[config.mk]
export PLATFORM = sky130hd
export DESIGN_NAME = szr_ram
export DESIGN_NICKNAME = d
export VERILOG_FILES = /design/src/sv/assert_macros.svh /design/src/sv/szr_ram.sv
export SDC_FILE = /design/constraint.sdc
export NUM_CORES = 2
export LEC_CHECK = 0
export BUFFER_PORTS_ARGS = -buffer_cell sky130_fd_sc_hd__buf_2
export CORE_MARGIN = 3
export CORE_UTILIZATION = 57
export CTS_CLUSTER_DIAMETER = 60
export DETAILED_ROUTE_END_ITERATION = 7
export PLACE_DENSITY = 0.76
export SLEW_MARGIN = 10
export SYNTH_ARGS = -nofsm -noshare
export SYNTH_HDL_FRONTEND = slang
export SYNTH_SLANG_ARGS = --single-unit
[constraint.sdc]
create_clock -name clock -period 2.1 [get_ports clock]
set_clock_uncertainty 0.1 [all_clocks]
set_input_delay 0.21 -clock clock [delete_from_list [all_inputs] [get_ports clock]]
set_output_delay 0.21 -clock clock [all_outputs]
set_load 0.01 [all_outputs]
[src/sv/assert_macros.svh]
// Assertion macros used by sparse_zero_reclaim_block_store.
// Each macro checks a property on the rising clock edge and is disabled during reset.
// The checks compile to nothing when SYNTHESIS is defined.
`ifndef ASSERT_MACROS_SVH
`define ASSERT_MACROS_SVH
`ifndef SYNTHESIS
`define SZR_ASSERT(label, clk, rst, prop) \
   label: assert property (@(posedge clk) disable iff (rst) (prop)) else $error("%m failed");
`define SZR_ASSERT_NEXT(label, clk, rst, pre, post) \
   label: assert property (@(posedge clk) disable iff (rst) (pre) |=> (post)) else $error("%m failed");
`else
`define SZR_ASSERT(label, clk, rst, prop)
`define SZR_ASSERT_NEXT(label, clk, rst, pre, post)
`endif
`endif

[src/sv/szr_ram.sv]
// ----------------------------------------------------------------------------
// szr_ram
// Generic single-write, single-read RAM with registered read data.
// ----------------------------------------------------------------------------
`default_nettype none
module szr_ram #(
   parameter int WIDTH = 8,
   parameter int DEPTH = 256,
   localparam int AW = (DEPTH > 1) ? $clog2(DEPTH) : 1
) (
   input  wire logic             clock,
   input  wire logic             we,
   input  wire logic [AW-1:0]    waddr,
   input  wire logic [WIDTH-1:0] wdata,
   input  wire logic [AW-1:0]    raddr,
   output logic      [WIDTH-1:0] rdata
);
   logic [WIDTH-1:0] mem_ff [DEPTH];
   logic [WIDTH-1:0] rd_ff;

   always_ff @(posedge clock) begin
      if (we) begin
         mem_ff[waddr] <= wdata;
      end
      rd_ff <= mem_ff[raddr];
   end

   assign rdata = rd_ff;
endmodule
`default_nettype wire

==> reports/results.txt <==
The required arrival time at the worst endpoint is 2690 ps, and the clock transition time at the flip-flop clock pins of the worst setup and hold paths is 60 ps. The tools report the arrival time of data at the critical path endpoint as 2910 ps. The run gives 194 as the number of buffers added by the clock tree synthesis step.

The number of instances in the synthesized netlist was 3733. The worst hold path belongs to the class input pin to flip-flop. In the synthesized netlist the dominant register cell turns out to be edfxtp_1. The area share of the largest cell type after synthesis is 77.3%, and the fraction of final layout cells sized beyond drive strength 1 is 34.2%. The run gives 94400 µm² as the final instance area.

From left edge to right edge, the die measures 380 µm. After synthesis, the mean cell area works out to 21.3 µm². The part of the Yosys area used for sequential elements was 77.5%; the cell area after placement was 87700 µm². When the netlist entered floorplanning its net count stood at 3759. Endpoint of the worst-slack reg-to-reg timing path: rdata[1]. The worst-case register-to-register setup slack is -220 ps.

The run finished, with violations left. By area the synthesized netlist is led by edfxtp_1, mux4_2, mux2i_1, nor2_1, a22oi_1. Summed over all failing endpoints, the final setup total negative slack is -1350 ps. Time the worst path needs with I/O delays and setup: 2320 ps. TritonCTS built the clock tree. Fraction of registers with async set or reset after synthesis: 0%. The critical path endpoint category is a flip-flop. 34 I/O pins were placed.

For the smallest setup slack after layout, the log shows -224 ps. The largest total area in the synthesized netlist belongs to edfxtp_1. In this run, the number of DRC markers left after iteration 0 of detailed routing was 6308.

At the pin with the least slew margin, the transition time is 838 ps. Setup violations remaining at the end of the flow were counted as 8. The number of buffers inserted to repair setup after CTS was 0; the number of max-cap violations was 0.

The average wire per standard cell was 31.0 µm; the post-detailed-routing wire length was 203000 µm. Number of routed nets with antenna violations: 0. The power density over the cells came out at 894 nW/µm². The logs give 6535 for the number of standard cells in the final layout excluding fillers and 2056 for the number of clock sinks. Category of the worst setup path launch point: a flip-flop. The via count of the first global-routing pass was 43200; the post-synthesis to final-layout area growth was 18.7%. The worst hold margin is 116 ps, and the number of enable flip-flop cells after synthesis is 2048.

For the leakage component of the power, the log shows 30.9 nW. In this run the vertical extent of the chip is 380 µm. The run gives 128000 µm as the half-perimeter wire length after placement. The tools report the worst slew margin relative to its limit as 44.2%. The net count of the finished layout is 4529. The worst hold path terminates at mem_ff[158][5]. For this run, the number of Yosys warnings is 0. Of the available clock period, the critical path in the final layout requires 111%. The total vias in the final route was 42600; the global-route usage over all layers was 28.3%. The total of buffers placed on input and output ports was 33. The checks that failed: setup timing. The largest driver fanout on the critical path came out at 1. The die covers 144000 µm². The final weighted congestion of routability-driven global placement was 0.895; the number of placed instances with taps included was 6160. Timing analysis after detailed placement gives a worst setup slack of -1280 ps. For the later-pin clock latency in the skew report, the log shows 830 ps. The max-slew violation count is 0, and the maximum level of the CTS H-tree is 4. Using the TritonRoute via totals, the vias-per-cell ratio works out to 6.53. The tools report the final count of hold timing violations as 0.

Cell chosen for the clock root: clkbuf_16. The largest net degree at the start of global routing is 82. For this configuration, the core starts out at a cell density of 57.6%. The tools report the top achievable clock speed as 430 MHz.

The mapped netlist covers 79600 µm². The first global-routing pass estimated 297000 µm of wire. Setup repair after global routing could not meet its margin everywhere.

The number of storage elements in the synthesis netlist was 2056. The synthesized netlist contains 55 unique library cells. The critical setup path kind was flip-flop to flip-flop. Overflow left after global routing: 0.

The tools report the worst reg2reg path startpoint as mem_ff[130][1]. Area of the placeable core: 138000 µm². After floorplanning, the core was divided into 136 placement rows. The run gives 1190 µV as the worst voltage drop across the vdd grid. The first detailed-routing pass took 6 iterations.

Launch instance of the worst min-delay path: waddr[2]. The clock passes through at most 3 buffers. The number of cells on the worst reg-to-reg path came out at 6.

Along the worst hold path, the cell count comes to 5. For the initial antenna violation count, the log shows 7. In the routed design, unresolved DRC markers number 0.
## synthesized netlist by cell type (all sizes together), types with 6 or more instances
cell / count
edfxtp: 2048
mux4: 456
nor2: 282
mux2i: 134
a22oi: 133
buf: 122
clkbuf: 111
a21oi: 96
o221ai: 47
nand3: 34
nand2: 33
nor2b: 31
o22ai: 28
nor4: 27
nor3: 22
a211oi: 16
a221oi: 14
o21ai: 12
nand4: 10
o211ai: 10
a22o: 8
dfxtp: 8
nand2b: 8
and2: 6
## worst max-delay path: stages, from the launching register on
cell and delay, ps:
edfxtp_1 390, mux4_1 490, mux4_2 520, nor2_4 120
a2111oi_2 70, nor3_2 400, nor4_2 110
## cells in the final DEF, fill, tap and decap left out, types with 25 or more instances in the layout
master        n
mux2i_1     134
nor2_1      274
buf_4       666
nand3_1      34
o221ai_1     45
buf_12       94
nand2_1      33
clkinv_1     50
a22oi_1     127
clkbuf_16   198
o22ai_1      28
mux4_2      454
clkbuf_1     43
clkinv_2     39
a21oi_1      95
edfxtp_1   2048
nor2b_1      25
## cell families (layout without fill, tap and decap cells)
logic type	after synthesis	in the layout	share of synthesized area, %
simple gates	466	466	2.63
mux	591	591	14.6
other cells	0	3	0
compound gates	385	385	3.42
buf+inv	235	1171	1.83
flops	2056	2056	77.5
## per-layer routing
metal	wire [µm]	global-route usage, %	vias up
met5	12	0	-
met4	8470	11.4	2
met3	24800	7.04	482
met2	97500	44.1	2935
met1	71800	38.8	22000
li1	-	-	17200
## worst max path at each step
stage	startpoint	cells past startpoint	endpoint	slack, ps
2_1_floorplan	raddr[0]	9	rdata[0]	-30
3_3_place_gp	raddr[0]	10	rdata[4]	-1310
3_5_place_dp	raddr[0]	10	rdata[4]	-1280
4_1_cts	mem_ff[138][2]	7	rdata[2]	-270
5_1_grt	mem_ff[130][1]	6	rdata[1]	-260
6_report	mem_ff[130][1]	6	rdata[1]	-220
## area by class of cell
type	instances	area, µm²
Timing Repair Buffer	807	7290
Tap cell	1863	2330
Inverter	2	7.51
Clock buffer	241	5120
Clock inverter	121	1060
Multi-Input combinational cell	1442	17000
Antenna cell	3	7.51
Sequential cell	2056	61700
Fill cell	8063	43600
## report_power, final
group | switching [W] | internal [W] | total (W)
combinational | 0.00293 | 0.00206 | 0.00500
clock | 0.0149 | 0.0193 | 0.0341
sequential | 0.000100 | 0.0452 | 0.0453
## state kept, by name, indices dropped and copies added, names as in the netlist
register  count
mem_ff     2048
rdata         8
## metrics by stage
step / util, % / power [W]
3_3_place_gp: 63.5 / 0.0508
5_1_grt: 68.4 / 0.0865
2_1_floorplan: - / 0.0484
4_1_cts: 68.3 / 0.0846
6_report: 68.4 / 0.0844
3_5_place_dp: 63.5 / 0.0509
## timing repair
action,CTS,global route
pin swaps,15,16
resized for setup,48,32
setup endpoints to repair,8,16
hold endpoints to repair,804,0
hold buffers,12,0
Power figures use the tool's default switching activity.
